File: src/rtl/dlsd_pkg.sv
// ----------------------------------------------------------------------------
// dlsd_pkg
// Shared types and constants for the dose log stream decoder: the input and
// result word layouts, the leader codes of the log format and the interval
// lookup for absolute entries.
// ----------------------------------------------------------------------------
package dlsd_pkg;

	// One word of the log byte stream.
	typedef struct packed {
		logic [7:0] data_byte;
		logic       skip_empty;
	} dlsd_in_t;

	// One decoded record, or an end-of-data marker.
	typedef struct packed {
		logic [31:0] record_time;
		logic [31:0] pulse_count;
		logic        session_start;
		logic        end_of_data;
	} dlsd_out_t;

	// Leader codes and masks of the log format.
	localparam logic [7:0] LEAD_TWO_BYTE   = 8'h80;
	localparam logic [7:0] LEAD_THREE_BYTE = 8'hC0;
	localparam logic [7:0] LEAD_FOUR_BYTE  = 8'hE0;
	localparam logic [7:0] LEAD_FIVE_BYTE  = 8'hF0;
	localparam logic [7:0] LEAD_ABS_FIRST  = 8'hF1;
	localparam logic [7:0] LEAD_ABS_LAST   = 8'hF5;
	localparam logic [7:0] LEAD_SESSION    = 8'hF8;
	localparam logic [7:0] LEAD_EMPTY      = 8'hFF;
	localparam logic [7:0] MASK_TWO_BYTE   = 8'h3F;

	// Interval lengths in seconds for the absolute entry leaders.
	localparam int INTERVAL_W = 12;
	localparam logic [INTERVAL_W-1:0] IVL_HOUR       = INTERVAL_W'(60 * 60);
	localparam logic [INTERVAL_W-1:0] IVL_TEN_MIN    = INTERVAL_W'(10 * 60);
	localparam logic [INTERVAL_W-1:0] IVL_MINUTE     = INTERVAL_W'(1 * 60);
	localparam logic [INTERVAL_W-1:0] IVL_TEN_SEC    = INTERVAL_W'(10);
	localparam logic [INTERVAL_W-1:0] IVL_SECOND     = INTERVAL_W'(1);

	// Interval selected by an absolute leader (0xF1 to 0xF5).
	function automatic logic [INTERVAL_W-1:0] interval_of(input logic [7:0] leader);
		logic [INTERVAL_W-1:0] ivl;
		case (leader[2:0])
			3'd1:    ivl = IVL_HOUR;
			3'd2:    ivl = IVL_TEN_MIN;
			3'd3:    ivl = IVL_MINUTE;
			3'd4:    ivl = IVL_TEN_SEC;
			3'd5:    ivl = IVL_SECOND;
			default: ivl = '0;
		endcase
		return ivl;
	endfunction

endpackage

File: src/rtl/dose_log_stream_decoder_core.sv
// ----------------------------------------------------------------------------
// dose_log_stream_decoder_core
// Rebuilds cumulative dose records from a prefix-coded log byte stream.
// ----------------------------------------------------------------------------
// Usage:
// The log channel (log_valid, log_stall, log_word) carries one stream byte
// per word together with the skip_empty flag. The record channel (rec_valid,
// rec_stall, rec_word) returns zero or one result word per input word: a
// record when an entry completes, or an end-of-data marker when 0xFF ends
// the stream and skip_empty is low.
// Each word is captured in an input register, decoded against the running
// state in one pass of short logic, and the result lands in an output
// register. Throughput is one word per cycle; the single output register
// is the only buffer for results, so a word that would produce a result
// waits in the input register while the receiver stalls, and log_stall
// rises with it. Words that complete no entry pass through even while
// the output is held. Reset clears all running sums, the interval and
// any partial entry, and empties both registers; no clearing pass is
// needed afterward.
// ----------------------------------------------------------------------------
module dose_log_stream_decoder_core (
	input  logic                clk,
	input  logic                arst_n,
	input  logic                log_valid,
	output logic                log_stall,
	input  dlsd_pkg::dlsd_in_t  log_word,
	output logic                rec_valid,
	input  logic                rec_stall,
	output dlsd_pkg::dlsd_out_t rec_word
);
	import dlsd_pkg::*;

	typedef enum logic [1:0] {
		KIND_IDLE,
		KIND_INCR,
		KIND_ABS_TIME,
		KIND_ABS_COUNT
	} kind_t;

	// Input register.
	logic     valid_s1;
	dlsd_in_t word_s1;

	// Decoder state.
	kind_t                 kind_q;
	logic [2:0]            remain_q;
	logic [31:0]           asm_q;
	logic [31:0]           time_q;
	logic [31:0]           count_q;
	logic [INTERVAL_W-1:0] ivl_q;
	logic                  session_q;

	// Output register.
	logic      out_valid_q;
	dlsd_out_t out_q;

	// Next-state values.
	kind_t                 kind_d;
	logic [2:0]            remain_d;
	logic [31:0]           asm_d;
	logic [31:0]           time_d;
	logic [31:0]           count_d;
	logic [INTERVAL_W-1:0] ivl_d;
	logic                  session_d;
	logic                  emit;
	dlsd_out_t             result;

	logic        out_free;
	logic        advance;
	logic [7:0]  b;
	logic [31:0] asm_shift;
	logic [2:0]  remain_dec;

	assign b          = word_s1.data_byte;
	assign asm_shift  = {asm_q[23:0], b};
	assign remain_dec = remain_q - 3'd1;

	// Decode one byte against the running state.
	always_comb begin
		kind_d    = kind_q;
		remain_d  = remain_q;
		asm_d     = asm_q;
		time_d    = time_q;
		count_d   = count_q;
		ivl_d     = ivl_q;
		session_d = session_q;
		emit      = 1'b0;
		result    = '0;
		if (kind_q != KIND_IDLE) begin
			asm_d    = asm_shift;
			remain_d = remain_dec;
			if (remain_dec == 3'd0) begin
				case (kind_q)
					KIND_INCR: begin
						kind_d  = KIND_IDLE;
						count_d = count_q + asm_shift;
						time_d  = time_q + 32'(ivl_q);
						emit    = 1'b1;
					end
					KIND_ABS_TIME: begin
						time_d   = asm_shift;
						kind_d   = KIND_ABS_COUNT;
						remain_d = 3'd4;
						asm_d    = '0;
					end
					default: begin
						count_d = asm_shift;
						kind_d  = KIND_IDLE;
						emit    = 1'b1;
					end
				endcase
			end
		end else if (b < LEAD_TWO_BYTE) begin
			count_d = count_q + 32'(b);
			time_d  = time_q + 32'(ivl_q);
			emit    = 1'b1;
		end else if (b < LEAD_THREE_BYTE) begin
			kind_d   = KIND_INCR;
			remain_d = 3'd1;
			asm_d    = 32'(b & MASK_TWO_BYTE);
		end else if (b < LEAD_FOUR_BYTE) begin
			kind_d   = KIND_INCR;
			remain_d = 3'd2;
			asm_d    = 32'(b[4:0]);
		end else if (b < LEAD_FIVE_BYTE) begin
			kind_d   = KIND_INCR;
			remain_d = 3'd3;
			asm_d    = 32'(b[3:0]);
		end else if (b == LEAD_FIVE_BYTE) begin
			kind_d   = KIND_INCR;
			remain_d = 3'd4;
			asm_d    = '0;
		end else if (b >= LEAD_ABS_FIRST && b <= LEAD_ABS_LAST) begin
			ivl_d    = interval_of(b);
			kind_d   = KIND_ABS_TIME;
			remain_d = 3'd4;
			asm_d    = '0;
		end else if (b == LEAD_SESSION) begin
			session_d = 1'b1;
		end else if (b == LEAD_EMPTY && !word_s1.skip_empty) begin
			session_d          = 1'b0;
			result.end_of_data = 1'b1;
			emit               = 1'b1;
		end

		// A completed entry reports the updated sums.
		if (emit && !result.end_of_data) begin
			result.record_time   = time_d;
			result.pulse_count   = count_d;
			result.session_start = session_q;
			session_d            = 1'b0;
		end
	end

	// Handshake: a word leaves the input register unless its result is blocked.
	assign out_free  = !out_valid_q || !rec_stall;
	assign advance   = valid_s1 && (!emit || out_free);
	assign log_stall = valid_s1 && !advance;

	// Input register.
	always_ff @(posedge clk or negedge arst_n) begin
		if (!arst_n) begin
			valid_s1 <= 1'b0;
		end else if (!log_stall) begin
			valid_s1 <= log_valid;
		end
	end

	always_ff @(posedge clk) begin
		if (!log_stall && log_valid) begin
			word_s1 <= log_word;
		end
	end

	// Decoder state.
	always_ff @(posedge clk or negedge arst_n) begin
		if (!arst_n) begin
			kind_q    <= KIND_IDLE;
			remain_q  <= '0;
			asm_q     <= '0;
			time_q    <= '0;
			count_q   <= '0;
			ivl_q     <= '0;
			session_q <= 1'b0;
		end else if (advance) begin
			kind_q    <= kind_d;
			remain_q  <= remain_d;
			asm_q     <= asm_d;
			time_q    <= time_d;
			count_q   <= count_d;
			ivl_q     <= ivl_d;
			session_q <= session_d;
		end
	end

	// Output register.
	always_ff @(posedge clk or negedge arst_n) begin
		if (!arst_n) begin
			out_valid_q <= 1'b0;
		end else if (out_free) begin
			out_valid_q <= advance && emit;
		end
	end

	always_ff @(posedge clk) begin
		if (out_free && advance && emit) begin
			out_q <= result;
		end
	end

	assign rec_valid = out_valid_q;
	assign rec_word  = out_q;

endmodule

File: config.mk
export PLATFORM = sky130hd
export DESIGN_NAME = dose_log_stream_decoder_core
export DESIGN_NICKNAME = d
export VERILOG_FILES = /design/src/rtl/dlsd_pkg.sv /design/src/rtl/dose_log_stream_decoder_core.sv
export SDC_FILE = /design/constraint.sdc
export NUM_CORES = 1
export LEC_CHECK = 0
export ABC_AREA = 1
export BUFFER_PORTS_ARGS = -buffer_cell sky130_fd_sc_hd__buf_2
export CAP_MARGIN = 15
export CORE_MARGIN = 10
export CORE_UTILIZATION = 57
export DETAILED_ROUTE_END_ITERATION = 7
export PLACE_DENSITY = 0.82
export SLEW_MARGIN = 0
export SYNTH_ARGS = -nofsm -noshare
export SYNTH_HDL_FRONTEND = slang
export SYNTH_SLANG_ARGS = --single-unit
File: constraint.sdc
create_clock -name clk -period 4.6 [get_ports clk]
set_clock_uncertainty 0.1 [all_clocks]
set_input_delay 0.23 -clock clk [delete_from_list [all_inputs] [get_ports clk]]
set_output_delay 0.23 -clock clk [all_outputs]
set_load 0.005 [all_outputs]
==> results.py, run 1 <==
metrics = {
    "route": {
        "drt-wirelength-per-cell_um": 18.4,
        "drt-pass1-iter-count": 7,
        "num_vias": 14200,
        "drc": 0,
        "ant_nets": 0,
        "viasPerCell": 5.79,
        "drtIter0Drc": 1706,
        "wl_um": 45100,
    },
    "clock_tree": {
        "root_buffer": "clkbuf_16",
        "cts-resized-gates": 0,
        "cts_setup_buffers": 0,
        "path_clk_slew_ns": 0.09,
        "worstSkewPairLatency_ns": 0.46,
        "cts_hold_buf": 12,
        "cts_num_sinks": 179,
        "numCtsBuffers": 17,
        "clockBufferDepth": 2,
        "cts_tree": "done",
        "h-tree-depth": 4,
    },
    "finish": {
        "n_fill_cell": 2158,
        "area_delta_synth_final_pct": 10.1,
        "multi_input_area_sq_um": 7410,
        "seq_area_sq_um": 4850,
        "fin_nets": 2177,
        "diodes": 0,
        "drive_gt1_share_pct": 7.94,
        "design_area_sq_um": 15000,
    },
    "placement": {
        "dp_hpwl_um": 32400,
        "gp_congestion": 1.05,
        "numPortBuffers": 80,
        "placed_cell_area_sq_um": 14200,
    },
    "floorplan": {
        "io_pins": 81,
        "num_rows": 56,
        "die_area_sq_um": 30500,
        "core_sq_um": 23500,
        "die_x_um": 175,
        "start_util_pct": 58.0,
        "die_y_um": 175,
    },
    "pwr": {
        "power_density_nw_per_um2": 697,
        "ir_worst_vdd_mv": 0.405,
        "p_leak_uw": 0.00732,
    },
    "grt": {
        "grt_use_total_pct": 29.2,
        "gr-total-overflow": 0,
        "grt_pass1_wl_um": 72000,
        "grt_max_degree": 66,
        "antenna_found_initial": 0,
        "grt_pass1_vias": 13600,
    },
    "outcome": {
        "outcome": "completed",
    },
    "setup_path": {
        "end_kind": "flip-flop",
        "required_ns": 4.86,
        "cp.buffers_inverters": 4,
        "max_stage_delay_ns": 0.74,
        "path_cells": "inv_1 > ha_1 > buf_4 > nand2_1 > clkinv_1 > nand2_2 > nand4_4 > nand2_4 > inv_2 > nand3_1 > o21ai_0",
        "arrival_ns": 4.04,
        "reg2reg_slack_ns": 0.81,
        "criticalPathCategory": "reg2reg",
        "path_max_fanout": 44,
        "startpoint_type": "flip-flop",
        "cpMaxStageDelayCell": "inv_2",
        "crit_family": "buffers and inverters",
    },
    "timing": {
        "max_freq_mhz": 264,
        "setup_viol": 0,
        "tightest_slew_ns": 1.13,
        "fin_crit_sh_pct": 82.3,
        "period_needed_ns": 3.79,
        "rsz0062_at_grt": "no",
        "slew_violations": 0,
        "relSlewSlack_pct": 24.3,
        "report.final.hold_viol_count": 0,
        "final.setup.tns_ns": 0,
    },
    "synthesis": {
        "yosysWarnings": 0,
        "synth_cells": 2060,
        "synth_seq_cells": 179,
        "syn_avg_cell_area_sq_um": 6.61,
        "ys_seq_area_share_pct": 35.6,
        "syn_area_sq_um": 13600,
        "synthFlopType": "dfrtp_1",
        "synth-edff-count": 75,
        "syn-num-nets": 2121,
        "synth.distinct_cells": 48,
        "synthArstFlopShare_pct": 58.1,
    },
    "hold_path": {
        "hp-class": "in2async",
    },
    "run": {
        "cap_violations": 0,
    },
}
-- logic make-up (layout without fill, tap and decap cells) --
family                   count (synthesis)  in the layout  synth area share (%)
AO/OA/AOI/OAI                          374            374                  15.0
XOR/XNOR                                19             19                  1.22
adder cells (fa/ha/maj)                 48             48                  4.52
buffers and inverters                  349            418                  10.0
flip-flops                             179            179                  35.6
AND/OR/NAND/NOR                       1091           1091                  33.6
-- per-layer routing --
layer | GRT usage (%) | vias up | wire length, um
li1 | - | 6823 | -
met1 | 38.0 | 6461 | 18300
met2 | 47.4 | 769 | 20600
met3 | 6.01 | 109 | 4740
met4 | 10.0 | 0 | 1440
met5 | 0 | - | 0
-- state kept, by name (all words and copies together), names as in the netlist --
signal and flops:
word_s1 1, kind_q 2, rec_valid 1, asm_q 24, remain_q 3, count_q 32
b 8, session_q 1, time_q 32, rec_word 66, ivl_q 8, valid_s1 1
-- cell usage after synthesis, types with 2 or more instances --
library cell / number / area share [%]
or2_2: 5 / 0.23
nand4_1: 13 / 0.60
inv_2: 9 / 0.25
buf_6: 3 / 0.25
inv_1: 268 / 7.4
a21o_1: 3 / 0.17
a21oi_1: 176 / 6.5
nand2_1: 722 / 20
nor3_1: 31 / 1.1
o31ai_1: 4 / 0.22
fa_1: 2 / 0.29
o21a_1: 4 / 0.22
o211ai_1: 12 / 0.66
a22oi_1: 4 / 0.22
nor4_1: 3 / 0.14
buf_2: 23 / 0.85
xor2_1: 13 / 0.84
nand3b_1: 11 / 0.61
clkinv_1: 2 / 0.055
nand2_2: 9 / 0.41
clkbuf_1: 42 / 1.2
o22ai_1: 7 / 0.32
nand3_1: 146 / 5.4
o21ai_0: 114 / 4.2
dfrtp_1: 104 / 19
o21bai_1: 6 / 0.33
ha_1: 46 / 4.2
edfxtp_1: 75 / 17
a31oi_1: 26 / 1.2
nor2_2: 6 / 0.28
nand2_4: 2 / 0.17
and2_1: 5 / 0.23
xnor2_1: 6 / 0.39
o21ai_1: 4 / 0.15
nor2_1: 128 / 3.5
a41oi_1: 3 / 0.19
nor2_4: 3 / 0.25
o221ai_1: 10 / 0.64
-- area by class of cell --
cell class | instances | area share [%]
inverter | 279 | 6.98
timing repair buffer | 107 | 4.32
sequential | 179 | 32.4
clock inverter | 15 | 1.41
multi-input combinational | 1532 | 49.4
clock buffer | 17 | 2.84
tap | 319 | 2.66
-- per-stage QoR --
| stage | util [%] | hold slack (ns) | instances | worst slack [ns] | total power, uW |
|---|---|---|---|---|---|
| after floorplan | - | -0.166 | 2060 | 0.875 | 6850 |
| after global placement | 60.7 | 0.295 | 2404 | 1.16 | 8610 |
| after detailed placement | 60.7 | 0.293 | 2404 | 0.980 | 8730 |
| after CTS | 63.9 | 0.359 | 2448 | 0.965 | 10300 |
| after global routing | 63.9 | 0.378 | 2448 | 0.631 | 11200 |
| final | 63.9 | 0.315 | 2448 | 0.814 | 10500 |
-- power by group --
group	total, uW	internal, uW	switching [uW]
logic	5760	1760	4010
clock network	1550	758	793
registers	3140	2440	700
total	10500	4950	5500
-- worst paths after layout --
kind / startpoint / endpoint / cells after the start
max: kind_q[0] / ivl_q[0] / 11
max reg2reg: kind_q[0] / ivl_q[0] / 11
min reg2reg: remain_q[2] / remain_q[2] / 2
max in group asynchronous: arst_n / asm_q[4] / 3
min: arst_n / time_q[21] / 2
min in group clk: log_word[2] / b[1] / 2
-- layout by cell type (no fill, tap or decap), types with 45 or more instances in the layout --
| master | n |
|---|---|
| nand3_1 | 146 |
| dfrtp_1 | 104 |
| ha_1 | 45 |
| o21ai_0 | 114 |
| edfxtp_1 | 75 |
| nor2_1 | 127 |
| buf_2 | 79 |
| inv_1 | 268 |
| nand2_1 | 722 |
| a21oi_1 | 176 |
No activity file was read; power rests on OpenSTA's default activity.
==> run 2: changes to the inputs <==
Settings changed: ABC_AREA 1 to 0, CORE_UTILIZATION 57 to 62, PLACE_DENSITY 0.82 to 0.85.
Clock period 4.6 ns to 3.6 ns, I/O delays scaled along.
==> results.py, run 2 <==
metrics = {
    "outcome": {
        "outcome": "completed",
    },
    "finish": {
        "drive_gt1_share_pct": 14.5,
        "fin_nets": 1685,
        "n_fill_cell": 1565,
        "area_delta_synth_final_pct": 13.1,
        "largest_reg_flops": 66,
        "layout_common_cells": "nand2_1, nor2_1, a21oi_1",
        "final_common_cell": "nand2_1",
        "diodes": 0,
    },
    "grt": {
        "gr-total-overflow": 0,
        "antenna_found_initial": 0,
        "grt_max_degree": 100,
        "grt-busiest-layer": "met2",
        "grt_pass1_wl_um": 70800,
        "globalRouteMet1Util_pct": 43.5,
        "use_met3_pct": 7.33,
        "grt_pass1_vias": 12800,
        "grt_use_total_pct": 33.2,
        "grtUsageMet2_pct": 50.7,
    },
    "route": {
        "viasPerCell": 6.97,
        "drtIter0Drc": 1846,
        "num_vias": 13300,
        "wl_um": 44800,
        "drt-pass1-iter-count": 6,
        "ant_nets": 0,
        "drc": 0,
        "drt-wirelength-per-cell_um": 23.5,
    },
    "placement": {
        "numPortBuffers": 80,
        "dp_hpwl_um": 31700,
        "gp_congestion": 0.993,
    },
    "timing": {
        "final.setup.tns_ns": 0,
        "tightest_slew_ns": 0.926,
        "rsz0062_at_grt": "no",
        "report.final.hold_viol_count": 0,
        "fin_crit_sh_pct": 92.4,
        "slew_violations": 0,
        "relSlewSlack_pct": 36.7,
        "max_freq_mhz": 301,
        "period_needed_ns": 3.33,
        "whs_ns": 0.298,
        "setup_viol": 0,
    },
    "synthesis": {
        "syn_area_sq_um": 12900,
        "yosysWarnings": 0,
        "synth_cells": 1544,
        "synthTopCellsByCount": "nand2_1, nor2_1, a21oi_1",
        "synth_top_area_share_pct": 20.2,
        "synth-compound-area-share_pct": 26.8,
        "synthAdderAreaFrac_pct": 4.78,
        "synth-edff-count": 75,
        "synth_seq_cells": 179,
        "syn-num-nets": 1605,
        "netlist.top_cell.by_area": "dfrtp_1",
        "synth-xor-area-share_pct": 3.06,
        "synthArstFlopShare_pct": 58.1,
        "synth_area_leaders": "dfrtp_1, edfxtp_1, nand2_1",
        "synth.distinct_cells": 92,
        "synthFlopType": "dfrtp_1",
        "synth_top_family_by_area": "compound AO/OA/AOI/OAI gates",
        "yosys.area_share.simple_pct": 20.6,
        "ys_seq_area_share_pct": 37.7,
        "synth.area.mux_share_pct": 2.77,
        "syn_avg_cell_area_sq_um": 8.34,
        "yosysMostFrequentCell": "nand2_1",
    },
    "clock_tree": {
        "numCtsBuffers": 17,
        "clockBufferDepth": 2,
        "path_clk_slew_ns": 0.09,
        "root_buffer": "clkbuf_16",
        "h-tree-depth": 4,
        "worstSkewPairLatency_ns": 0.46,
        "cts_tree": "done",
        "cts_setup_buffers": 0,
        "cts_num_sinks": 179,
    },
    "setup_path": {
        "required_ns": 3.70,
        "path_max_fanout": 9,
        "criticalPathCategory": "reg2reg",
        "startpoint_type": "flip-flop",
        "arrival_ns": 3.43,
        "end_kind": "flip-flop",
    },
    "floorplan": {
        "die_y_um": 164,
        "die_x_um": 164,
        "die_area_sq_um": 26900,
        "num_rows": 52,
        "io_pins": 81,
        "start_util_pct": 63.3,
        "core_sq_um": 20400,
    },
    "pwr": {
        "p_leak_uw": 0.00600,
        "ir_worst_vdd_mv": 0.647,
        "power_density_nw_per_um2": 1030,
    },
    "run": {
        "cap_violations": 0,
    },
    "hold_path": {
        "hp-class": "in2async",
    },
}
==> run 2: cells by family (layout without fill, tap and decap cells) <==
kind of cell	count (synthesis)	count (layout)
simple gates	586	586
compound gates	510	510
flops	179	179
buf+inv	142	235
fa+ha+maj	48	48
xor+xnor	45	45
mux	34	34
==> run 2: final cells by class <==
class                   instances  area [sq um]  area share (%)
clock buffers                  18           450            3.09
clock inverters                14           178            1.22
inverters                      40           154            1.06
multi-input cells            1223          7500            51.5
flip-flops and latches        179          4850            33.3
well taps                     270           338            2.32
repair buffers                163          1090            7.51
==> run 2: metal layers <==
layer  wire (um)  vias up
met3        5410      190
met1       17200     6256
li1            -     5876
met5           0        -
met2       19800      977
met4        2400        0
==> run 2: path summary, 6_finish.rpt <==
path | start | endpoint | slack, ns | cells after the start
min reg2reg | ivl_q[0] | ivl_q[0] | 0.40 | 2
max | count_q[12] | rec_word[33] | 0.27 | 9
max reg2reg | count_q[12] | rec_word[33] | 0.27 | 9
min in group clk | log_word[3] | b[2] | 0.34 | 2
max in group asynchronous | arst_n | asm_q[18] | 2.29 | 3
min | arst_n | time_q[1] | 0.30 | 2
==> run 2: worst max-delay path: stages, from the launching register on <==
cell and delay [ns]:
dfrtp_1 0.49, ha_1 0.51, and3_1 0.29, nand4b_1 0.23, a2111o_1 0.47, o211a_1 0.26
nor3_1 0.25, mux2i_1 0.22, o21ai_0 0.10, nor2b_1 0.16
==> run 2: through the flow <==
| stage | power (uW) | cell area [sq um] | std cells | utilization (%) | setup slack, ns |
|---|---|---|---|---|---|
| 2_1_floorplan | 9580 | 12900 | 1544 | - | 0.241 |
| 3_3_place_gp | 12500 | 13800 | 1863 | 67.8 | 0.327 |
| 3_5_place_dp | 12700 | 13800 | 1863 | 67.8 | 0.347 |
| 4_1_cts | 14700 | 14600 | 1907 | 71.5 | 0.268 |
| 5_1_grt | 15900 | 14600 | 1907 | 71.5 | 0.0360 |
| 6_report | 15100 | 14600 | 1907 | 71.5 | 0.272 |
==> run 2: timing repair <==
item | in CTS | in global routing
endpoints found under the setup margin | 0 | 2
hold endpoints to repair | 69 | 0
hold buffers | 12 | 0
resized for setup | 0 | 1
==> run 2: report_power, final <==
group	internal [uW]	leakage [uW]	total (uW)	switching [uW]
registers	3120	0.00204	3970	850
clock network	986	0.000305	1980	992
logic	3210	0.00365	9100	5890
